### src/sv/mrr_pkg.sv
// shared types and constants for the miller-rabin round block
package mrr_pkg;
	typedef struct packed {
		logic [1:0] kind;
	} mrr_dummy_t;

	localparam logic [1:0] KIND_COMPOSITE = 2'd0;
	localparam logic [1:0] KIND_PRIME     = 2'd1;
	localparam logic [1:0] KIND_GENERAL   = 2'd2;

	typedef enum logic [3:0] {
		ST_IDLE,
		ST_STRIP,
		ST_BASE,
		ST_PINIT,
		ST_PMUL,
		ST_PSQR,
		ST_CHECK,
		ST_SQ,
		ST_SQCHK,
		ST_DONE
	} mrr_state_t;

	typedef enum logic [1:0] {
		MU_IDLE,
		MU_RUN,
		MU_DONE
	} mrr_mu_state_t;
endpackage

### src/sv/mrr_modmul.sv
// serial modular multiplier and modular remainder unit
module mrr_modmul import mrr_pkg::*; #(
	parameter int WIDTH = 32
) (
	input  logic             clk,
	input  logic             arst_n,
	input  logic             start,
	input  logic             rem_mode,
	input  logic [WIDTH-1:0] a,
	input  logic [WIDTH-1:0] b,
	input  logic [WIDTH-1:0] m,
	output logic             done,
	output logic [WIDTH-1:0] r
);
	localparam int CW = $clog2(WIDTH + 1);

	mrr_mu_state_t st_q, st_d;
	logic [CW-1:0]  cnt_q;
	logic [WIDTH-1:0] a_q, b_q, m_q, r_q;
	logic           rem_q;
	logic [WIDTH:0] dred, add1, ared, rsh;
	logic [WIDTH-1:0] step1, step2;

	// doubling step; rem mode shifts in the next bit of b instead of adding a
	always_comb begin
		rsh = {r_q, rem_q ? b_q[WIDTH-1] : 1'b0};
		dred = rsh - {1'b0, m_q};
		step1 = (rsh >= {1'b0, m_q}) ? dred[WIDTH-1:0] : rsh[WIDTH-1:0];
		add1 = {1'b0, step1} + {1'b0, a_q};
		ared = add1 - {1'b0, m_q};
		if (!rem_q && b_q[WIDTH-1])
			step2 = (add1 >= {1'b0, m_q}) ? ared[WIDTH-1:0] : add1[WIDTH-1:0];
		else
			step2 = step1;
	end

	always_comb begin
		st_d = st_q;
		case (st_q)
			MU_IDLE: if (start) st_d = MU_RUN;
			MU_RUN:  if (cnt_q == CW'(1)) st_d = MU_DONE;
			MU_DONE: st_d = MU_IDLE;
			default: st_d = MU_IDLE;
		endcase
	end

	always_ff @(posedge clk or negedge arst_n) begin
		if (!arst_n) begin
			st_q  <= MU_IDLE;
			cnt_q <= '0;
		end else begin
			st_q <= st_d;
			if (st_q == MU_IDLE && start) cnt_q <= CW'(WIDTH);
			else if (st_q == MU_RUN) cnt_q <= cnt_q - CW'(1);
		end
	end

	always_ff @(posedge clk) begin
		if (st_q == MU_IDLE && start) begin
			a_q   <= a;
			b_q   <= b;
			m_q   <= m;
			rem_q <= rem_mode;
			r_q   <= '0;
		end else if (st_q == MU_RUN) begin
			r_q <= step2;
			b_q <= {b_q[WIDTH-2:0], 1'b0};
		end
	end

	assign done = (st_q == MU_DONE);
	assign r    = r_q;
endmodule

### src/sv/mrr_front.sv
// front end: accepts beats, classifies small candidates, feeds a two-entry queue
module mrr_front import mrr_pkg::*; #(
	parameter int WIDTH = 32
) (
	input  logic             clk,
	input  logic             arst_n,
	input  logic             valid,
	output logic             ready,
	input  logic [WIDTH-1:0] candidate,
	input  logic [WIDTH-1:0] random_value,
	output logic             q_valid,
	input  logic             q_ready,
	output logic [1:0]       q_kind,
	output logic [WIDTH-1:0] q_n,
	output logic [WIDTH-1:0] q_rv
);
	logic [1:0]       kind_q [2];
	logic [WIDTH-1:0] n_q [2];
	logic [WIDTH-1:0] rv_q [2];
	logic [1:0]       cnt_q;
	logic             rd_q, wr_q;
	logic [1:0]       kind;
	logic             push, pop;

	always_comb begin
		if (candidate <= WIDTH'(1) || candidate == WIDTH'(4)) kind = KIND_COMPOSITE;
		else if (candidate <= WIDTH'(3)) kind = KIND_PRIME;
		else kind = KIND_GENERAL;
	end

	assign ready   = (cnt_q != 2'd2);
	assign push    = valid && ready;
	assign q_valid = (cnt_q != 2'd0);
	assign pop     = q_valid && q_ready;
	assign q_kind  = kind_q[rd_q];
	assign q_n     = n_q[rd_q];
	assign q_rv    = rv_q[rd_q];

	always_ff @(posedge clk or negedge arst_n) begin
		if (!arst_n) begin
			cnt_q <= '0;
			rd_q  <= 1'b0;
			wr_q  <= 1'b0;
		end else begin
			if (push) wr_q <= ~wr_q;
			if (pop) rd_q <= ~rd_q;
			cnt_q <= cnt_q + {1'b0, push} - {1'b0, pop};
		end
	end

	always_ff @(posedge clk) begin
		if (push) begin
			kind_q[wr_q] <= kind;
			n_q[wr_q]    <= candidate;
			rv_q[wr_q]   <= random_value;
		end
	end
endmodule

### src/sv/mrr_back.sv
// back end: sequencer for the round using one shared modular unit
module mrr_back import mrr_pkg::*; #(
	parameter int WIDTH = 32
) (
	input  logic             clk,
	input  logic             arst_n,
	input  logic             q_valid,
	output logic             q_ready,
	input  logic [1:0]       q_kind,
	input  logic [WIDTH-1:0] q_n,
	input  logic [WIDTH-1:0] q_rv,
	output logic             out_valid,
	input  logic             out_ready,
	output logic             out_verdict,
	output logic [WIDTH-1:0] out_base
);
	localparam int SW = $clog2(WIDTH + 1);

	mrr_state_t st_q, st_d;
	logic [WIDTH-1:0] n_q, d_q, a_q, x_q, res_q, rv_q;
	logic [SW-1:0]    s_q, i_q;
	logic             verdict_q, valid_q;
	logic             mu_start, mu_rem, mu_done;
	logic [WIDTH-1:0] mu_a, mu_b, mu_m, mu_r, nm1;

	assign nm1 = n_q - WIDTH'(1);

	mrr_modmul #(.WIDTH(WIDTH)) u_mul (
		.clk(clk), .arst_n(arst_n), .start(mu_start), .rem_mode(mu_rem),
		.a(mu_a), .b(mu_b), .m(mu_m), .done(mu_done), .r(mu_r)
	);

	always_comb begin
		st_d = st_q;
		case (st_q)
			ST_IDLE: if (q_valid && !valid_q)
				st_d = (q_kind == KIND_GENERAL) ? ST_STRIP : ST_DONE;
			ST_STRIP: if (d_q[0]) st_d = ST_BASE;
			ST_BASE:  if (mu_done) st_d = ST_PINIT;
			ST_PINIT: st_d = (d_q == '0) ? ST_CHECK : (d_q[0] ? ST_PMUL : ST_PSQR);
			ST_PMUL:  if (mu_done) st_d = ST_PSQR;
			ST_PSQR:  if (mu_done) st_d = ST_PINIT;
			ST_CHECK: st_d = (res_q == WIDTH'(1) || res_q == nm1 || s_q <= SW'(1))
				? ST_DONE : ST_SQ;
			ST_SQ:    if (mu_done) st_d = ST_SQCHK;
			ST_SQCHK: st_d = (x_q == nm1 || x_q == WIDTH'(1) || i_q + SW'(1) >= s_q)
				? ST_DONE : ST_SQ;
			ST_DONE:  st_d = ST_IDLE;
			default:  st_d = ST_IDLE;
		endcase
	end

	always_comb begin
		mu_start = 1'b0;
		mu_rem   = 1'b0;
		mu_a     = a_q;
		mu_b     = x_q;
		mu_m     = n_q;
		case (st_q)
			ST_BASE: begin
				mu_start = 1'b1;
				mu_rem   = 1'b1;
				mu_a     = '0;
				mu_b     = rv_q;
				mu_m     = n_q - WIDTH'(4);
			end
			ST_PINIT: begin
				mu_start = (d_q != '0);
				mu_a     = d_q[0] ? res_q : x_q;
				mu_b     = x_q;
			end
			// the unit only takes start while idle, so holding it here is safe
			ST_PSQR: begin
				mu_start = 1'b1;
				mu_a     = x_q;
				mu_b     = x_q;
			end
			ST_CHECK: begin
				mu_start = !(res_q == WIDTH'(1) || res_q == nm1 || s_q <= SW'(1));
				mu_a     = res_q;
				mu_b     = res_q;
			end
			ST_SQCHK: begin
				mu_start = !(x_q == nm1 || x_q == WIDTH'(1) || i_q + SW'(1) >= s_q);
				mu_a     = x_q;
				mu_b     = x_q;
			end
			default: ;
		endcase
	end

	assign q_ready     = (st_q == ST_IDLE) && !valid_q;
	assign out_valid   = valid_q;
	assign out_verdict = verdict_q;
	assign out_base    = a_q;

	always_ff @(posedge clk or negedge arst_n) begin
		if (!arst_n) begin
			st_q    <= ST_IDLE;
			valid_q <= 1'b0;
		end else begin
			st_q <= st_d;
			if (st_q == ST_DONE) valid_q <= 1'b1;
			else if (out_ready) valid_q <= 1'b0;
		end
	end

	always_ff @(posedge clk) begin
		case (st_q)
			ST_IDLE: if (q_valid && !valid_q) begin
				n_q       <= q_n;
				rv_q      <= q_rv;
				d_q       <= q_n - WIDTH'(1);
				s_q       <= '0;
				a_q       <= '0;
				verdict_q <= (q_kind == KIND_PRIME);
			end
			ST_STRIP: if (!d_q[0]) begin
				d_q <= d_q >> 1;
				s_q <= s_q + SW'(1);
			end
			ST_BASE: if (mu_done) begin
				a_q   <= mu_r + WIDTH'(2);
				x_q   <= mu_r + WIDTH'(2);
				res_q <= WIDTH'(1);
			end
			ST_PMUL: if (mu_done) res_q <= mu_r;
			ST_PSQR: if (mu_done) begin
				x_q <= mu_r;
				d_q <= d_q >> 1;
			end
			ST_CHECK: begin
				x_q       <= res_q;
				i_q       <= SW'(1);
				verdict_q <= (res_q == WIDTH'(1) || res_q == nm1);
			end
			ST_SQ: if (mu_done) x_q <= mu_r;
			ST_SQCHK: begin
				i_q       <= i_q + SW'(1);
				verdict_q <= (x_q == nm1);
			end
			default: ;
		endcase
	end
endmodule

### src/sv/miller_rabin_round_top.sv
// top level of the miller-rabin round block
//  channel | signals                       | direction
//  in      | valid ready candidate random_value | to block
//  out     | out_valid out_ready verdict witness_base | from block
// one round takes up to 2 * WIDTH + 1 modular products, all done one after another
// by the single bit-serial modular unit in the back end
// special candidates skip the modular unit and go straight to the result
// reset clears the queue and the sequencer; a two-entry queue takes beats while the back works
module miller_rabin_round_top import mrr_pkg::*; #(
	parameter int WIDTH = 32
) (
	input  logic             clk,
	input  logic             arst_n,
	input  logic             valid,
	output logic             ready,
	input  logic [WIDTH-1:0] candidate,
	input  logic [WIDTH-1:0] random_value,
	output logic             out_valid,
	input  logic             out_ready,
	output logic             verdict,
	output logic [31:0]      witness_base
);
	logic             q_valid, q_ready;
	logic [1:0]       q_kind;
	logic [WIDTH-1:0] q_n, q_rv, base;

	mrr_front #(.WIDTH(WIDTH)) u_front (
		.clk(clk), .arst_n(arst_n), .valid(valid), .ready(ready),
		.candidate(candidate), .random_value(random_value),
		.q_valid(q_valid), .q_ready(q_ready), .q_kind(q_kind), .q_n(q_n), .q_rv(q_rv)
	);

	mrr_back #(.WIDTH(WIDTH)) u_back (
		.clk(clk), .arst_n(arst_n), .q_valid(q_valid), .q_ready(q_ready),
		.q_kind(q_kind), .q_n(q_n), .q_rv(q_rv), .out_valid(out_valid),
		.out_ready(out_ready), .out_verdict(verdict), .out_base(base)
	);

	assign witness_base = 32'(base);

`ifndef ASSERT_OFF
	a_hold: assert property (@(posedge clk) disable iff (!arst_n)
		out_valid && !out_ready |=> out_valid && $stable(verdict))
		else $error("result changed while stalled");
	a_q_ready: assert property (@(posedge clk) disable iff (!arst_n)
		q_ready |-> !out_valid)
		else $error("back took work with a result pending");
`endif
endmodule
### config.mk
export PLATFORM = sky130hd
export DESIGN_NAME = miller_rabin_round_top
export DESIGN_NICKNAME = d
export VERILOG_FILES = /design/src/sv/mrr_pkg.sv /design/src/sv/mrr_modmul.sv /design/src/sv/mrr_front.sv /design/src/sv/mrr_back.sv /design/src/sv/miller_rabin_round_top.sv
export SDC_FILE = /design/constraint.sdc
export NUM_CORES = 1
export LEC_CHECK = 0
export ABC_AREA = 0
export BUFFER_PORTS_ARGS = -buffer_cell sky130_fd_sc_hd__clkbuf_2
export CAP_MARGIN = 0
export CELL_PAD_IN_SITES_DETAIL_PLACEMENT = 1
export CELL_PAD_IN_SITES_GLOBAL_PLACEMENT = 2
export CORE_MARGIN = 2
export CORE_UTILIZATION = 47
export CTS_BUF_LIST = sky130_fd_sc_hd__clkbuf_2
export DETAILED_ROUTE_END_ITERATION = 6
export GPL_TIMING_DRIVEN = 0
export PLACE_DENSITY = 0.88
export SETUP_SLACK_MARGIN = 0.3
export SYNTH_ARGS = -nofsm -noshare
export SYNTH_HDL_FRONTEND = slang
export SYNTH_SLANG_ARGS = --single-unit
### constraint.sdc
create_clock -name clk -period 16.2 [get_ports clk]
set_clock_uncertainty 0.05 [all_clocks]
set_input_delay 0 -clock clk [delete_from_list [all_inputs] [get_ports clk]]
set_output_delay 0 -clock clk [all_outputs]
set_load 0.05 [all_outputs]
==> metrics.txt, run 1 <==
status complete, no violations; critical path's top delay family compound AO/OA/AOI/OAI gates; number of global-route vias before repair 27,790; RR Endpoint u_back.u_mul.r[19]$_SDFFE_PP0P_; CTS root buffer clkbuf_2; worst slew pin tran 1.232 ns; layout cell share with drive strength beyond 1 0.1421; H-tree levels 4; sequential fraction of the synthesis area 0.4818; Area Overhead vs Synth 17.06%; grt ovf 0; Starting Density 0.4750; IO buf count 102; Longest Clk Path Bufs 3; top cells by area, synth edfxtp_1, ha_1, xnor2_1, mux2_2, nand2_1; top-area cell type share of the netlist area 0.4454; post-route minimum period 12.95 ns; Mapped Cells 2,754; Via Count 26,850; RR Startpoint u_back.u_mul.r[10]$_SDFFE_PP0P_; die area 0.06427 sq mm; Fmax 77.23 MHz; Async SR Flop Fraction 0.03520; slowest CP cell o41ai_4; R2R depth 32; relative slew slack 0.1755; Final Hold Fails 0; Max Slew Vio Count 0; Post-Place Cell Area 0.03104 sq mm; Most used DFF post-synth edfxtp_1; crit path max fanout 10; crit-path most repeated cell clkbuf_1; Synth Warn # 0; MaxCap Viol Count 0; most common cell after layout, fill and taps aside edfxtp_1; Post-Layout Cell Count 4,136; WP data required 17.26 ns; DP HPWL 92.07 mm; placed cells 3,701; WP buf/inv 5; critical path data arrival time 14.01 ns; drt total wl 130.7 mm; CTS tree built; gr usage total 0.4092; die height 253.5 um; first-pass GRT wire length 189.5 mm; syn avg cell area 10.63 sq um; final setup TNS 0 ns; Post-CTS Setup Inserts 0; clock-pin transition on the worst setup and hold timing paths 0.12 ns; Cell Rows 91; Hold Crit Depth 5; critical path type register to register; RD Place Congestion 1.042; unrepaired setup endpoints after global routing no; Hold Slack 0.1369 ns; Max stage delay on crit path 0.94 ns; number of remaining DRC errors 0; nets 3,383; Final ANT Viol Nets 0; Worst Hold End u_front.wr_q$_DFFE_PN0P_; synthesized area 0.02926 sq mm; Core Area 0.06160 sq mm; Routed wire per std cell 31.59 um; worst hold path type primary input to register; critical path capture point type register; Post-Syn Nets 2,940; clk sinks 483; 1st-iter DRT viols 3,241; CP startpoint kind register; Final setup viols 0; #FFs+latches synth 483; Clock Latency Late Sink 1.42 ns; commonest cells after routing, fill and taps aside edfxtp_1, clkbuf_2, dlygate4sd3_1; Distinct cells, synth 94; initial antenna violation count 3; DR pass1 iterations 6; cell taking the most area after synthesis edfxtp_1; CTS Buf Count 131; largest net degree at the start of global routing 75; IO Count 103; vias per inst 6.492; hold wc startpoint valid; post-route cell area 0.03425 sq mm; final worst path period share 0.7992; Post-synth EDFFs 434; chip width 253.5 um; R2R Setup Slk 3.25 ns
how the worst max path moves through the flow:
stage / startpoint / end / slack, ns / depth (start not counted)
after floorplan: u_back.u_mul.r[1]$_SDFFE_PP0P_ / u_back.u_mul.r[20]$_SDFFE_PP0P_ / 8.33 / 32
after global placement: u_back.u_mul.r[10]$_SDFFE_PP0P_ / u_back.u_mul.r[19]$_SDFFE_PP0P_ / 3.46 / 32
after detailed placement: u_back.u_mul.r[10]$_SDFFE_PP0P_ / u_back.u_mul.r[1]$_SDFFE_PP0P_ / 3.78 / 31
after CTS: u_back.u_mul.r[10]$_SDFFE_PP0P_ / u_back.u_mul.r[1]$_SDFFE_PP0P_ / 3.69 / 31
after global routing: u_back.u_mul.r[10]$_SDFFE_PP0P_ / u_back.u_mul.r[19]$_SDFFE_PP0P_ / 3.33 / 32
final: u_back.u_mul.r[10]$_SDFFE_PP0P_ / u_back.u_mul.r[19]$_SDFFE_PP0P_ / 3.25 / 32
routing by layer:
layer,routed length (um),up-vias,GRT usage
met5,12,-,0
met4,10550,2,0.2810
met3,11710,540,0.08348
met2,60750,1704,0.6706
met1,47630,13260,0.4846
li1,-,11340,-
per-stage QoR:
step	worst slack [ns]	util
3_5_place_dp	3.781	0.5040
4_1_cts	3.693	0.5558
2_1_floorplan	8.327	-
5_1_grt	3.334	0.5559
3_3_place_gp	3.460	0.5003
6_report	3.252	0.5561
worst register-to-register path: cells and delay by family, from the launching register on:
family | cells | cell delay (ns)
AO/OA/AOI/OAI | 13 | 4.88
buffers and inverters | 5 | 3.36
AND/OR/NAND/NOR | 11 | 2.56
adder cells (fa/ha/maj) | 3 | 1.20
flip-flops | 1 | 0.73
final cells by class:
class	count	area [sq um]
fillers	6782	27350
flip-flops and latches	483	14100
multi-input cells	1966	14020
plain buffers	151	628.1
repair buffers	310	2675
clock inverters	50	296.5
inverters	154	578.1
diodes	6	15.01
clock buffers	179	895.9
well taps	837	1047
synthesized netlist by cell type, drive strengths merged, types with 8 or more instances:
| master | count |
|---|---|
| and3 | 65 |
| o2111ai | 8 |
| or3 | 24 |
| a211oi | 18 |
| nand4 | 42 |
| mux2i | 47 |
| dfxtp | 32 |
| inv | 154 |
| o211a | 8 |
| or2 | 15 |
| clkbuf | 123 |
| nor4b | 8 |
| nand3 | 59 |
| a21oi | 141 |
| xnor2 | 157 |
| xnor3 | 8 |
| a22o | 10 |
| or4 | 14 |
| o21ai | 135 |
| nand2b | 31 |
| nor3 | 60 |
| o311ai | 12 |
| and2 | 22 |
| buf | 28 |
| o211ai | 28 |
| dfrtp | 17 |
| nor3b | 9 |
| nor4 | 58 |
| a2111oi | 9 |
| nor2 | 191 |
| o21a | 19 |
| nand2 | 199 |
| a21o | 39 |
| ha | 115 |
| a31oi | 22 |
| a22oi | 31 |
| a221o | 11 |
| a222oi | 57 |
| mux2 | 83 |
| nor2b | 23 |
| and4 | 9 |
| xor2 | 83 |
| edfxtp | 434 |
cells by family (layout without fill, tap and decap cells):
group	Yosys count	in the layout	share of synthesized area
other cells	0	6	0
buf+inv	305	844	0.04122
simple gates	842	842	0.1482
mux	130	130	0.04879
fa+ha+maj	119	119	0.05157
flops	483	483	0.4818
compound gates	625	625	0.1488
xor+xnor	250	250	0.07962
registers in the layout (all words and copies together) (netlist names), 32 cells and up:
name / flops
u_front.n_q: 64
u_back.u_mul.r: 32
u_back.n_q: 32
u_back.rv_q: 32
u_back.u_mul.a_q: 32
u_front.rv_q: 64
u_back.out_base: 32
u_back.d_q: 32
u_back.u_mul.m_q: 32
u_back.u_mul.b_q: 32
u_back.res_q: 32
u_back.x_q: 32
what timing repair did:
action                    4_1_cts  5_1_grt
hold endpoints to repair      285        0
hold buffers                  200        0
gates resized for setup         0        0
Power of run 1 is left out: the tool's default activity adds up to more than one toggle a clock period on the data nets, which glitch-free logic cannot reach.
==> inputs of run 2 (changes only) <==
- CORE_UTILIZATION: 47 -> 39
- PLACE_DENSITY: 0.88 -> 0.78
- clock period: 16.2 -> 10.95 ns (I/O delays scaled with it)
==> run 2 against run 1 <==
The flow now finishes with violations (design-rule violations). Routed wire length is 4.3% lower. Core utilization shrank 9.1 points. Setup slack lost 2.8 ns. Non-clock buffer count up 6. Global-route usage shrank 8.9 points. Cell count grew 3.2%. Worst hold slack improved by 0.15 ns. Clock-buffer cell count grew 12. Sequential share of layout area fell by 0.33 points. First-iteration DRC count shrank 15%. Critical path depth rose by 1. Critical endpoint unchanged. Largest cell class unchanged.
==> metrics.txt, run 2 (synthesis gave the netlist of run 1 again) <==
Routed wire per std cell 29.28 um; Fmax 95.69 MHz; Clock Latency Late Sink 1.37 ns; Starting Density 0.3937; status finished, violations left; gr usage total 0.3200; MaxCap Viol Count 0; critical path data arrival time 11.60 ns; Longest Clk Path Bufs 3; RD Place Congestion 0.9794; WP data required 12.10 ns; number of remaining DRC errors 8; initial antenna violation count 2; vias per inst 5.992; Max Slew Vio Count 0; critical path type register to register; crit path max fanout 10; Via Count 25,580; critical path capture point type register; chip width 277.9 um; die area 0.07724 sq mm; post-route cell area 0.03454 sq mm; die height 277.9 um; Final ANT Viol Nets 0; CP startpoint kind register; CTS Buf Count 133; nets 3,391; CTS tree built; H-tree levels 4; failing checks design-rule violations; DP HPWL 91.51 mm; Post-Place Cell Area 0.03126 sq mm; post-route minimum period 10.45 ns; most common cell after layout, fill and taps aside edfxtp_1; clk sinks 483; first-pass GRT wire length 180.9 mm; Final setup viols 0; layout cell share with drive strength beyond 1 0.1514; largest net degree at the start of global routing 75; Final Hold Fails 0; relative slew slack 0.1406; Cell Rows 100; DR pass1 iterations 7; worst hold path type primary input to register; 1st-iter DRT viols 2,760; Area Overhead vs Synth 18.02%; Core Area 0.07432 sq mm; slowest CP cell o41ai_4; drt total wl 125.0 mm; IO buf count 102; commonest cells after routing, fill and taps aside edfxtp_1, clkbuf_2, dlygate4sd3_1; Max stage delay on crit path 0.56 ns; final worst path period share 0.9544; unrepaired setup endpoints after global routing yes; number of global-route vias before repair 26,770; leading registers by flop count u_front.n_q: 64 flops, u_front.rv_q: 64 flops; CTS root buffer clkbuf_2; clock-pin transition on the worst setup and hold timing paths 0.11 ns; grt ovf 0; worst slew pin tran 1.284 ns; IO Count 103
==> run 2: changes by cell type in the layout (fill, tap and decap cells not counted), sizes merged <==
cell,change
clkinv,-18
clkbuf,+11
buf,+6
inv,+5
diode,-2
bufinv,-1
clkinvlp,-1
dlygate4sd3,+1
==> run 2: cell type report <==
type                            instances  area [sq um]
Clock inverter                         35         240.2
Timing Repair Buffer                  316          2758
Sequential cell                       483         14100
Inverter                              154         578.1
Antenna cell                            4         10.01
Tap cell                              969          1212
Multi-Input combinational cell       1966         14030
Clock buffer                          191         955.9
Fill cell                            8302         39790
Buffer                                151         646.9
==> run 2: per-stage QoR <==
step	instances	setup TNS [ns]	worst slack, ns	utilization	hold slack (ns)
CTS	4263	0	0.3667	0.4642	0.1027
global route	4267	0	0.2768	0.4646	0.1809
global placement	3825	-39.02	-1.882	0.4169	-0.07278
detailed placement	3836	-19.30	-1.173	0.4205	-0.06585
floorplan	2754	0	3.077	-	-0.3456
finish	4269	0	0.4996	0.4647	0.2888
==> run 2: worst paths after layout <==
| kind | startpoint | end | slack (ns) | depth (start not counted) |
|---|---|---|---|---|
| max reg2reg | u_back.u_mul.r[2]$_SDFFE_PP0P_ | u_back.u_mul.r[19]$_SDFFE_PP0P_ | 0.50 | 33 |
| max | u_back.u_mul.r[2]$_SDFFE_PP0P_ | u_back.u_mul.r[19]$_SDFFE_PP0P_ | 0.50 | 33 |
| max in group asynchronous | arst_n | u_back.u_mul.cnt_q[0]$_DFFE_PN0P_ | 9.84 | 4 |
| min in group asynchronous | arst_n | u_front.wr_q$_DFFE_PN0P_ | 0.40 | 4 |
| min reg2reg | u_back.d_q[6]$_DFFE_PP_ | u_back.d_q[5]$_DFFE_PP_ | 0.43 | 1 |
| min | valid | u_front.rv_q[1][30]$_DFFE_PP_ | 0.29 | 4 |
==> run 2: worst max-delay path, delay by kind of cell (launching register included) <==
kind / cells / cell delay (ns)
AND/OR/NAND/NOR: 8 / 1.56
adder cells (fa/ha/maj): 3 / 1.13
flip-flops: 1 / 0.47
AO/OA/AOI/OAI: 17 / 5.20
buffers and inverters: 5 / 1.91
==> run 2: timing repair <==
action                                 in CTS  in global routing
pin swaps                                   0                  1
hold buffers                              201                  0
setup endpoints to repair                  31                 27
gates resized for setup                    12                 13
endpoints found under the hold margin     285                  0
buffers inserted                            0                  2
==> run 2: per-layer routing <==
layer  vias to the layer above  share of wire  global-route usage
met5                         -              0                   0
met3                       287          0.064             0.05550
met4                         0          0.052              0.1598
li1                      11340              -                   -
met2                      1109           0.48              0.5416
met1                     12840           0.40              0.3930
Power of run 2 is left out for the same reason.
